File: src/hdl/ipid_pkg.sv
// Package for the integer PID controller: state encoding, register indexes,
// datapath widths and saturation limits.
// No dependencies; the controller, the divider and the testbench import it.
package ipid_pkg;

  // Widths of the configuration port.
  localparam int CFG_IDX_W  = 3;
  localparam int CFG_DATA_W = 16;

  // Register indexes of the configuration port.
  localparam logic [CFG_IDX_W-1:0] REG_GAIN_P           = 3'd0;
  localparam logic [CFG_IDX_W-1:0] REG_GAIN_I           = 3'd1;
  localparam logic [CFG_IDX_W-1:0] REG_GAIN_D           = 3'd2;
  localparam logic [CFG_IDX_W-1:0] REG_TIME_STEP        = 3'd3;
  localparam logic [CFG_IDX_W-1:0] REG_INTEGRAL_SCALE   = 3'd4;
  localparam logic [CFG_IDX_W-1:0] REG_DERIVATIVE_SCALE = 3'd5;
  localparam logic [CFG_IDX_W-1:0] REG_INTEGRAL_LIMIT   = 3'd6;

  // Shared divider: 48-bit unsigned dividend, 16-bit divisor, two bits per cycle.
  localparam int DIV_W       = 48;
  localparam int DIVISOR_W   = 16;
  localparam int DIV_STEPS   = DIV_W / 2;
  localparam int DIV_CNT_W   = $clog2(DIV_STEPS);

  // Shared multiplier operand widths.
  localparam int MUL_A_W = 33;
  localparam int MUL_B_W = 18;
  localparam int MUL_P_W = MUL_A_W + MUL_B_W;

  // Saturation limits.
  localparam logic signed [47:0] ACC_MAX = 48'sh7FFF_FFFF_FFFF;
  localparam logic signed [47:0] ACC_MIN = 48'sh8000_0000_0000;
  localparam logic signed [31:0] D_MAX   = 32'sh7FFF_FFFF;
  localparam logic signed [31:0] D_MIN   = 32'sh8000_0000;

  // Reset values of the configuration registers.
  localparam logic [15:0] TIME_STEP_RST      = 16'd1;
  localparam logic [15:0] INTEGRAL_SCALE_RST = 16'd1;
  localparam logic [15:0] DERIV_SCALE_RST    = 16'd1;
  localparam logic [14:0] INTEGRAL_LIMIT_RST = 15'h7FFF;

  // Sequencer states.
  typedef enum logic [3:0] {
    S_IDLE,
    S_MUL_INT,
    S_ACC,
    S_DIV_INT_GO,
    S_DIV_INT,
    S_MUL_DER,
    S_DIV_DER_GO,
    S_DIV_DER,
    S_MUL_P,
    S_MUL_I,
    S_MUL_D,
    S_SUM
  } ipid_state_t;

endpackage

File: src/hdl/ipid_if.sv
// Handshake channels of the integer PID controller: sample requests in and
// result requests out, each with valid, ready and payload.
// Depends on nothing.
interface ipid_sample_if;
  logic               valid;
  logic               ready;
  logic signed [15:0] target_value;
  logic signed [15:0] measured_value;

  modport source (output valid, target_value, measured_value, input ready);
  modport sink (input valid, target_value, measured_value, output ready);
endinterface

interface ipid_result_if;
  logic               valid;
  logic               ready;
  logic signed [47:0] drive_total;
  logic signed [31:0] term_p;
  logic signed [31:0] term_i;
  logic signed [47:0] term_d;

  modport source (output valid, drive_total, term_p, term_i, term_d, input ready);
  modport sink (input valid, drive_total, term_p, term_i, term_d, output ready);
endinterface

File: src/hdl/integer_pid_controller.sv
// Top level of the integer PID controller: sequencer, shared multiplier,
// configuration registers and result register.
// Depends on ipid_pkg, ipid_if (channel interfaces) and ipid_div.

// Each sample request carries a setpoint and a measurement and yields exactly one result
// request with the proportional, integral and derivative terms and their saturated sum.
// The block works on one sample at a time and spends most of that time in the shared
// divider: it delivers two quotient bits per cycle and runs twice per sample (a start
// step, the quotient bits and a step to take the quotient), once to scale the integral
// accumulator and once to divide the error change by the time step. The five products
// go through a single 33 by 18 bit multiplier, one per cycle; the remaining steps are
// the accumulate step, the summing step and the step in which the sample is accepted.
// A finished result waits in an output register, so the next sample may be accepted
// while the previous result has not yet been taken; only the final summing step stalls
// if that register is still occupied. Configuration registers are written through
// cfg_write, cfg_index and cfg_data; the user must write them only while no sample is
// in flight, and the block itself does not enforce this. Writes to an index beyond the
// register list are ignored. A time step or integral scale of zero is treated as one.
module integer_pid_controller
  import ipid_pkg::*;
(
  input  logic                   clk,
  input  logic                   rst,
  input  logic                   cfg_write,
  input  logic [CFG_IDX_W-1:0]   cfg_index,
  input  logic [CFG_DATA_W-1:0]  cfg_data,
  ipid_sample_if.sink            sample,
  ipid_result_if.source          result
);

  // Configuration registers.
  logic signed [15:0] gain_p;
  logic signed [15:0] gain_i;
  logic signed [15:0] gain_d;
  logic [15:0]        time_step;
  logic [15:0]        integral_scale;
  logic [15:0]        derivative_scale;
  logic [14:0]        integral_limit;

  // Controller state.
  logic signed [17:0] last_error;
  logic signed [47:0] acc;

  // Per-sample working registers.
  logic signed [16:0] error;
  logic signed [17:0] diff;
  logic signed [32:0] inc;
  logic signed [34:0] dprod;
  logic signed [15:0] iterm;
  logic signed [31:0] deriv;
  logic signed [31:0] tp;
  logic signed [31:0] ti;
  logic signed [47:0] td;

  ipid_state_t state, state_next;

  // Divider connections and sequencer strobes.
  logic               div_start;
  logic               div_done;
  logic [DIV_W-1:0]   div_dividend;
  logic [DIVISOR_W-1:0] div_divisor;
  logic [DIV_W-1:0]   div_quotient;
  logic               out_load;

  // Shared multiplier.
  logic signed [MUL_A_W-1:0] mul_a;
  logic signed [MUL_B_W-1:0] mul_b;
  logic signed [MUL_P_W-1:0] mul_p;

  logic [15:0]        dt_eff;
  logic [15:0]        iscale_eff;
  logic [DIV_W-1:0]   acc_mag;
  logic [34:0]        dprod_mag;
  logic signed [16:0] error_in;
  logic signed [48:0] acc_sum;
  logic signed [47:0] acc_sat;
  logic signed [48:0] total_sum;
  logic signed [47:0] total_sat;
  logic [DIV_W-1:0]   limit_ext;
  logic [14:0]        iclamp;
  logic signed [31:0] deriv_sat;

  assign dt_eff     = (time_step == 16'd0) ? 16'd1 : time_step;
  assign iscale_eff = (integral_scale == 16'd0) ? 16'd1 : integral_scale;

  // Configuration writes.
  always_ff @(posedge clk) begin
    if (rst) begin
      gain_p           <= '0;
      gain_i           <= '0;
      gain_d           <= '0;
      time_step        <= TIME_STEP_RST;
      integral_scale   <= INTEGRAL_SCALE_RST;
      derivative_scale <= DERIV_SCALE_RST;
      integral_limit   <= INTEGRAL_LIMIT_RST;
    end else if (cfg_write) begin
      case (cfg_index)
        REG_GAIN_P:           gain_p           <= $signed(cfg_data);
        REG_GAIN_I:           gain_i           <= $signed(cfg_data);
        REG_GAIN_D:           gain_d           <= $signed(cfg_data);
        REG_TIME_STEP:        time_step        <= cfg_data;
        REG_INTEGRAL_SCALE:   integral_scale   <= cfg_data;
        REG_DERIVATIVE_SCALE: derivative_scale <= cfg_data;
        REG_INTEGRAL_LIMIT:   integral_limit   <= cfg_data[14:0];
        default: ;
      endcase
    end
  end

  // Next-state logic of the sequencer.
  always_comb begin
    state_next = state;
    case (state)
      S_IDLE:       if (sample.valid) state_next = S_MUL_INT;
      S_MUL_INT:    state_next = S_ACC;
      S_ACC:        state_next = S_DIV_INT_GO;
      S_DIV_INT_GO: state_next = S_DIV_INT;
      S_DIV_INT:    if (div_done) state_next = S_MUL_DER;
      S_MUL_DER:    state_next = S_DIV_DER_GO;
      S_DIV_DER_GO: state_next = S_DIV_DER;
      S_DIV_DER:    if (div_done) state_next = S_MUL_P;
      S_MUL_P:      state_next = S_MUL_I;
      S_MUL_I:      state_next = S_MUL_D;
      S_MUL_D:      state_next = S_SUM;
      S_SUM:        if (!result.valid || result.ready) state_next = S_IDLE;
      default:      state_next = S_IDLE;
    endcase
  end

  always_ff @(posedge clk) begin
    if (rst) begin
      state <= S_IDLE;
    end else begin
      state <= state_next;
    end
  end

  // Magnitudes handed to the divider; the most negative accumulator value wraps to 2^47,
  // which is still correct as an unsigned magnitude.
  assign acc_mag   = acc[47] ? DIV_W'(-acc) : DIV_W'(acc);
  assign dprod_mag = dprod[34] ? 35'(-dprod) : 35'(dprod);

  // Output logic of the sequencer: operand selection and strobes.
  always_comb begin
    sample.ready = 1'b0;
    div_start    = 1'b0;
    div_dividend = acc_mag;
    div_divisor  = iscale_eff;
    out_load     = 1'b0;
    mul_a        = MUL_A_W'(error);
    mul_b        = $signed({2'b00, dt_eff});
    case (state)
      S_IDLE:       sample.ready = 1'b1;
      S_MUL_INT: begin
        mul_a = MUL_A_W'(error);
        mul_b = $signed({2'b00, dt_eff});
      end
      S_DIV_INT_GO: begin
        div_start    = 1'b1;
        div_dividend = acc_mag;
        div_divisor  = iscale_eff;
      end
      S_MUL_DER: begin
        mul_a = MUL_A_W'(diff);
        mul_b = $signed({2'b00, derivative_scale});
      end
      S_DIV_DER_GO: begin
        div_start    = 1'b1;
        div_dividend = DIV_W'(dprod_mag);
        div_divisor  = dt_eff;
      end
      S_MUL_P: begin
        mul_a = MUL_A_W'(error);
        mul_b = MUL_B_W'(gain_p);
      end
      S_MUL_I: begin
        mul_a = MUL_A_W'(iterm);
        mul_b = MUL_B_W'(gain_i);
      end
      S_MUL_D: begin
        mul_a = MUL_A_W'(deriv);
        mul_b = MUL_B_W'(gain_d);
      end
      S_SUM:        out_load = !result.valid || result.ready;
      default: ;
    endcase
  end

  assign mul_p = mul_a * mul_b;

  ipid_div u_div (
    .clk      (clk),
    .rst      (rst),
    .start    (div_start),
    .dividend (div_dividend),
    .divisor  (div_divisor),
    .done     (div_done),
    .quotient (div_quotient)
  );

  // Error of the incoming sample, sign-extended before subtracting.
  assign error_in = 17'(sample.target_value) - 17'(sample.measured_value);

  // Saturating accumulator update; the increment is at most 33 bits, so one extra bit
  // is enough to detect overflow.
  always_comb begin
    acc_sum = 49'(acc) + 49'(inc);
    if (acc_sum[48] != acc_sum[47]) begin
      acc_sat = acc_sum[48] ? ACC_MIN : ACC_MAX;
    end else begin
      acc_sat = acc_sum[47:0];
    end
  end

  // Integral term: quotient magnitude clamped to the limit, sign taken from the accumulator.
  assign limit_ext = DIV_W'(integral_limit);
  assign iclamp    = (div_quotient > limit_ext) ? integral_limit : div_quotient[14:0];

  // Derivative: quotient magnitude saturated to the 32-bit signed range.
  always_comb begin
    if (dprod[34]) begin
      if (div_quotient > DIV_W'(33'h0_8000_0000)) begin
        deriv_sat = D_MIN;
      end else begin
        deriv_sat = 32'(-$signed({1'b0, div_quotient[31:0]}));
      end
    end else begin
      if (div_quotient > DIV_W'(D_MAX)) begin
        deriv_sat = D_MAX;
      end else begin
        deriv_sat = $signed(div_quotient[31:0]);
      end
    end
  end

  // Final sum of the three terms, saturated to 48 bits.
  always_comb begin
    total_sum = 49'(tp) + 49'(ti) + 49'(td);
    if (total_sum[48] != total_sum[47]) begin
      total_sat = total_sum[48] ? ACC_MIN : ACC_MAX;
    end else begin
      total_sat = total_sum[47:0];
    end
  end

  // Controller state: cleared by reset, updated once per accepted sample.
  always_ff @(posedge clk) begin
    if (rst) begin
      last_error <= '0;
      acc        <= '0;
    end else begin
      if (state == S_IDLE && sample.valid) begin
        last_error <= 18'(error_in);
      end
      if (state == S_ACC) begin
        acc <= acc_sat;
      end
    end
  end

  // Working registers; each product is registered before it is used again.
  always_ff @(posedge clk) begin
    case (state)
      S_IDLE: begin
        if (sample.valid) begin
          error <= error_in;
          diff  <= 18'(error_in) - last_error;
        end
      end
      S_MUL_INT: inc   <= mul_p[32:0];
      S_DIV_INT: begin
        if (div_done) begin
          iterm <= acc[47] ? 16'(-$signed({1'b0, iclamp})) : $signed({1'b0, iclamp});
        end
      end
      S_MUL_DER: dprod <= mul_p[34:0];
      S_DIV_DER: begin
        if (div_done) begin
          deriv <= deriv_sat;
        end
      end
      S_MUL_P:   tp <= mul_p[31:0];
      S_MUL_I:   ti <= mul_p[31:0];
      S_MUL_D:   td <= mul_p[47:0];
      default: ;
    endcase
  end

  // Result register: holds the finished result until the sink takes it.
  always_ff @(posedge clk) begin
    if (rst) begin
      result.valid <= 1'b0;
    end else if (out_load) begin
      result.valid <= 1'b1;
    end else if (result.ready) begin
      result.valid <= 1'b0;
    end
  end

  always_ff @(posedge clk) begin
    if (out_load) begin
      result.drive_total <= total_sat;
      result.term_p      <= tp;
      result.term_i      <= ti;
      result.term_d      <= td;
    end
  end

`ifndef NO_ASSERTIONS
  // The divider only finishes while the sequencer is waiting for it.
  a_div_done_expected: assert property (@(posedge clk) disable iff (rst)
    div_done |-> (state == S_DIV_INT || state == S_DIV_DER))
    else $error("divider finished outside a divide state");

  // A sample is accepted only when the sequencer is free, and it is busy right after.
  a_busy_after_accept: assert property (@(posedge clk) disable iff (rst)
    (sample.valid && sample.ready) |=> !sample.ready)
    else $error("sample accepted while a previous one is still in progress");

  // The clamped integral never exceeds the configured limit.
  a_integral_clamped: assert property (@(posedge clk) disable iff (rst)
    (state == S_MUL_I) |->
      (iterm <= $signed({1'b0, integral_limit}) && iterm >= -$signed({1'b0, integral_limit})))
    else $error("integral term outside its limit");

  // A result still waiting in the output register holds the sequencer in the summing step.
  a_sum_waits: assert property (@(posedge clk) disable iff (rst)
    (state == S_SUM && result.valid && !result.ready) |=> (state == S_SUM))
    else $error("result register overwritten before it was taken");
`endif

endmodule

File: src/hdl/ipid_div.sv
// Iterative unsigned restoring divider, two quotient bits per cycle.
// Depends on ipid_pkg for its widths.
module ipid_div
  import ipid_pkg::*;
(
  input  logic                 clk,
  input  logic                 rst,
  input  logic                 start,
  input  logic [DIV_W-1:0]     dividend,
  input  logic [DIVISOR_W-1:0] divisor,
  output logic                 done,
  output logic [DIV_W-1:0]     quotient
);

  logic [DIVISOR_W-1:0] rem;
  logic [DIVISOR_W-1:0] divr;
  logic [DIV_W-1:0]     quo;
  logic [DIV_CNT_W-1:0] count;
  logic                 busy;

  logic [DIVISOR_W:0]   r1, r2;
  logic                 ge1, ge2;
  logic [DIVISOR_W-1:0] rem1, rem_next;
  logic [DIV_W-1:0]     quo1, quo_next;

  // Two dependent restoring steps: shift in the next dividend bit, subtract if it fits.
  always_comb begin
    r1   = {rem, quo[DIV_W-1]};
    ge1  = (r1 >= {1'b0, divr});
    rem1 = ge1 ? DIVISOR_W'(r1 - {1'b0, divr}) : r1[DIVISOR_W-1:0];
    quo1 = {quo[DIV_W-2:0], ge1};

    r2       = {rem1, quo1[DIV_W-1]};
    ge2      = (r2 >= {1'b0, divr});
    rem_next = ge2 ? DIVISOR_W'(r2 - {1'b0, divr}) : r2[DIVISOR_W-1:0];
    quo_next = {quo1[DIV_W-2:0], ge2};
  end

  always_ff @(posedge clk) begin
    if (rst) begin
      busy  <= 1'b0;
      done  <= 1'b0;
      count <= '0;
    end else begin
      done <= 1'b0;
      if (start) begin
        busy  <= 1'b1;
        count <= '0;
      end else if (busy) begin
        count <= count + 1'b1;
        if (count == DIV_CNT_W'(DIV_STEPS - 1)) begin
          busy <= 1'b0;
          done <= 1'b1;
        end
      end
    end
  end

  always_ff @(posedge clk) begin
    if (start) begin
      rem  <= '0;
      divr <= divisor;
      quo  <= dividend;
    end else if (busy) begin
      rem <= rem_next;
      quo <= quo_next;
    end
  end

  assign quotient = quo;

endmodule

File: src/flat_wrapper.sv
// flat-port wrapper written by rule: the top's interface ports become plain ports
module integer_pid_controller_flat import ipid_pkg::*;
  (clk, rst, cfg_write, cfg_index, cfg_data, sample_valid, sample_target_value, sample_measured_value, sample_ready, result_valid, result_drive_total, result_term_p, result_term_i, result_term_d, result_ready);
  ipid_sample_if sample_i ();
  ipid_result_if result_i ();
  input  logic clk;
  input  logic rst;
  input  logic cfg_write;
  input  logic [CFG_IDX_W-1:0] cfg_index;
  input  logic [CFG_DATA_W-1:0] cfg_data;
  input wire logic [$bits(sample_i.valid)-1:0] sample_valid;
  input wire logic [$bits(sample_i.target_value)-1:0] sample_target_value;
  input wire logic [$bits(sample_i.measured_value)-1:0] sample_measured_value;
  output wire logic [$bits(sample_i.ready)-1:0] sample_ready;
  output wire logic [$bits(result_i.valid)-1:0] result_valid;
  output wire logic [$bits(result_i.drive_total)-1:0] result_drive_total;
  output wire logic [$bits(result_i.term_p)-1:0] result_term_p;
  output wire logic [$bits(result_i.term_i)-1:0] result_term_i;
  output wire logic [$bits(result_i.term_d)-1:0] result_term_d;
  input wire logic [$bits(result_i.ready)-1:0] result_ready;
  assign sample_i.valid = sample_valid;
  assign sample_i.target_value = sample_target_value;
  assign sample_i.measured_value = sample_measured_value;
  assign sample_ready = sample_i.ready;
  assign result_valid = result_i.valid;
  assign result_drive_total = result_i.drive_total;
  assign result_term_p = result_i.term_p;
  assign result_term_i = result_i.term_i;
  assign result_term_d = result_i.term_d;
  assign result_i.ready = result_ready;
  integer_pid_controller u_core (.clk(clk), .rst(rst), .cfg_write(cfg_write), .cfg_index(cfg_index), .cfg_data(cfg_data), .sample(sample_i), .result(result_i));
endmodule
File: config.mk
export PLATFORM = sky130hd
export DESIGN_NAME = integer_pid_controller_flat
export DESIGN_NICKNAME = d
export VERILOG_FILES = /design/src/hdl/ipid_pkg.sv /design/src/hdl/ipid_if.sv /design/src/hdl/integer_pid_controller.sv /design/src/hdl/ipid_div.sv /design/src/flat_wrapper.sv
export SDC_FILE = /design/constraint.sdc
export NUM_CORES = 2
export LEC_CHECK = 0
export ABC_CLOCK_PERIOD_IN_PS = 13200
export BUFFER_PORTS_ARGS = -buffer_cell sky130_fd_sc_hd__buf_2
export CAP_MARGIN = 20
export CELL_PAD_IN_SITES_DETAIL_PLACEMENT = 2
export CELL_PAD_IN_SITES_GLOBAL_PLACEMENT = 2
export CORE_MARGIN = 3
export CORE_UTILIZATION = 37
export CTS_CLUSTER_SIZE = 16
export DETAILED_ROUTE_END_ITERATION = 12
export PLACE_DENSITY_LB_ADDON = 0.08
export RECOVER_POWER = 25
export SYNTH_ARGS = -nofsm -noshare
export SYNTH_HDL_FRONTEND = slang
export SYNTH_SLANG_ARGS = --single-unit
File: constraint.sdc
create_clock -name clk -period 13.2 [get_ports clk]
set_input_delay 1.32 -clock clk [delete_from_list [all_inputs] [get_ports clk]]
set_output_delay 1.32 -clock clk [all_outputs]
set_load 0.005 [all_outputs]
==> flow_summary.json <==
{
  "synth_seq_cells": 691,
  "synthFlopType": "edfxtp_1",
  "wl_per_cell_um": 26.8,
  "hold_class": "register to register",
  "netlist.area_leader.share_pct": 26.1,
  "powerDensity_mw_per_mm2": 141,
  "placementRows": 142,
  "antenna_left": 0,
  "area_growth_pct": 11.5,
  "final_nets": 6991,
  "worstPathRequired_ns": 13.62,
  "fin_tns_setup_ns": 0,
  "final_core_util_pct": 41.6,
  "fmax_ghz": 0.0942,
  "grt_setup_unrepaired": "false",
  "final_cell_mix": "937 x nand2_1, 800 x inv_1, 593 x fa_1, 487 x edfxtp_1, 369 x nor2_1",
  "power_leakage_nw": 26.0,
  "post-route-min-period_ns": 10.61,
  "fin_crit_sh_pct": 80.4,
  "die_area_sq_mm": 0.156,
  "io_buffers": 217,
  "worstSetupStartpointType": "register",
  "cts_root_buffer": "clkbuf_16",
  "ys_types": 75,
  "synth_edf_count": 487,
  "grt_pass1_vias": 49700,
  "pre_cts_ws_ns": 2.78,
  "cp-end-kind": "register",
  "ir_drop_v": 0.0000943,
  "startpoint": "u_core.state[0]$_SDFFE_PP0P_",
  "routed_wl_um": 218000,
  "path_clk_slew_ns": 0.06,
  "worst_slack_ns": 2.59,
  "synth_area_leaders": "edfxtp_1 26%, fa_1 21%, dfxtp_1 7.3%",
  "coreArea_sq_mm": 0.150,
  "cap_violations": 8,
  "outcome": "finished, violations left",
  "synthArstFlopShare_pct": 0,
  "vias": 44600,
  "cts_buffers": 85,
  "worst_pin_slew_ns": 3.10,
  "crit_type": "register to register",
  "initial_core_util_pct": 37.3,
  "syn_inst": 5867,
  "cp_max_fo": 25,
  "dpl.hpwl_um": 167000,
  "clk_path_buf_depth": 3,
  "clock-sinks": 691,
  "first_pass_iters": 5,
  "violations": "capacitance limit, slew limit",
  "synth_fp_nets": 6814,
  "mappedNetlistArea_sq_mm": 0.0561,
  "grt_start_max_net_pins": 78,
  "die_w_um": 395,
  "clk_latency_ns": 0.72,
  "routabilityCongestion": 0.876,
  "die_h_um": 395,
  "yosysWarnings": 0,
  "track_usage_pct": 27.8,
  "setup_violations": 0,
  "ios": 218,
  "final_common_cell": "nand2_1",
  "rr_startpoint": "u_core.state[0]$_SDFFE_PP0P_",
  "antenna_found_initial": 4,
  "drc": 0,
  "grt_pass1_wl_um": 328000,
  "gr-total-overflow": 0,
  "synth.largest_area_cell": "edfxtp_1",
  "drtIter0Drc": 2969,
  "vias_per_cell": 5.48,
  "min_from": "u_core.gain_d[7]$_SDFFE_PP0P_",
  "relSlewSlack_pct": -107,
  "drive_above_1_share_pct": 8.62,
  "synth_seq_area_share_pct": 33.3,
  "post_cts_resized": 0,
  "finalHoldViolations": 0,
  "postCtsSetupBuffers": 0,
  "fin_skew_ns": 0.0674,
  "htreeDepth": 3,
  "crit_arrival_ns": 11.03,
  "cts.hold.buffers_added": 0,
  "cts_tree": "done",
  "avgSynthCellArea_sq_um": 9.56,
  "drv_slew": 332
}
-- worst max-delay path: stages (launching register included) --
cell,delay (ns)
dfxtp_1,0.58
nand2b_1,0.29
nor2_1,1.19
buf_4,0.51
a22oi_1,0.13
nand3_1,0.15
o21a_2,0.65
nand2_1,0.17
fa_1,0.64
fa_1,0.46
fa_1,0.51
inv_1,0.05
fa_1,0.47
fa_1,0.56
inv_1,0.06
fa_1,0.53
inv_1,0.05
ha_1,0.36
inv_1,0.08
o21ai_0,0.36
o32ai_1,0.17
a211oi_1,0.80
o2111ai_1,0.34
or2_2,0.39
a31oi_1,0.33
a221o_1,0.22
a21oi_1,0.08
xnor2_1,0.13
-- where the power goes --
group | internal, mW | switching [mW] | total (mW)
clock network | 1.33 | 1.02 | 2.35
logic | 1.33 | 2.35 | 3.69
registers | 2.62 | 0.162 | 2.78
-- sequential cells by signal, summed over array words and instances (netlist names), 18 cells and up --
signal and cells:
u_core.acc 48, u_core.deriv 32, u_core.diff 18, u_core.dprod 35, u_core.inc 33, u_core.result.drive_total 48
u_core.result.term_d 48, u_core.result.term_i 32, u_core.result.term_p 32, u_core.td 48, u_core.ti 32, u_core.tp 32
u_core.u_div.quotient 48
-- worst paths after layout --
check,depth (start not counted),end,slack (ns)
max,27,u_core.td[47]$_DFFE_PN_,2.59
min,2,u_core.gain_d[7]$_SDFFE_PP0P_,0.46
max reg2reg,27,u_core.td[47]$_DFFE_PN_,2.59
min reg2reg,2,u_core.gain_d[7]$_SDFFE_PP0P_,0.46
-- final cells by class --
type | instances | area, sq um
timing repair buffer | 329 | 1900
antenna | 1 | 2.50
sequential | 691 | 18700
tap | 2016 | 2520
clock inverter | 48 | 495
fill | 16400 | 87700
inverter | 804 | 3020
multi-input combinational | 4133 | 33700
clock buffer | 109 | 2260
-- cells by family after synthesis --
kind of cell	count (synthesis)	share of synthesized area, %
simple gates	1747	13.5
compound gates	1155	12.9
buf+inv	1043	6.98
fa+ha+maj	905	28.1
flops	691	33.3
xor+xnor	286	4.47
mux	40	0.752
-- routing by layer --
layer  track usage [%]  part of all wire (%)  vias to the layer above
li1                  -                     -                    20000
met2              46.5                    47                     1007
met4              8.36                   3.1                        2
met3              2.99                   4.4                      255
met5                 0                0.0064                        -
met1              37.9                    45                    23400
-- stage by stage --
step           hold slack (ns)  total power, mW  area, sq um  instances
2_1_floorplan            0.426             5.11        56100       5867
3_3_place_gp             0.439             6.33        59800       7962
3_5_place_dp             0.450             6.47        59900       7969
4_1_cts                  0.460             8.88        62600       8126
5_1_grt                  0.476             9.34        62600       8130
6_report                 0.459             8.82        62600       8131
-- cells in the mapped netlist (all sizes together) (28+ instances only) --
master and instances:
a31oi 68, nand2 937, o21ai 250, o211ai 58, xor2 124, xnor2 162
fa 593, or3 35, o21a 52, clkbuf 224, nor4 28, ha 298
a21o 106, nand3 79, a21oi 355, and2 40, inv 802, dfxtp 204
edfxtp 487, nor2b 30, a22oi 48, nand2b 33, nand4 34, nor3 64
and3 37, nor2 376, o31ai 34
Note: power is estimated with default switching activity, not from simulation.
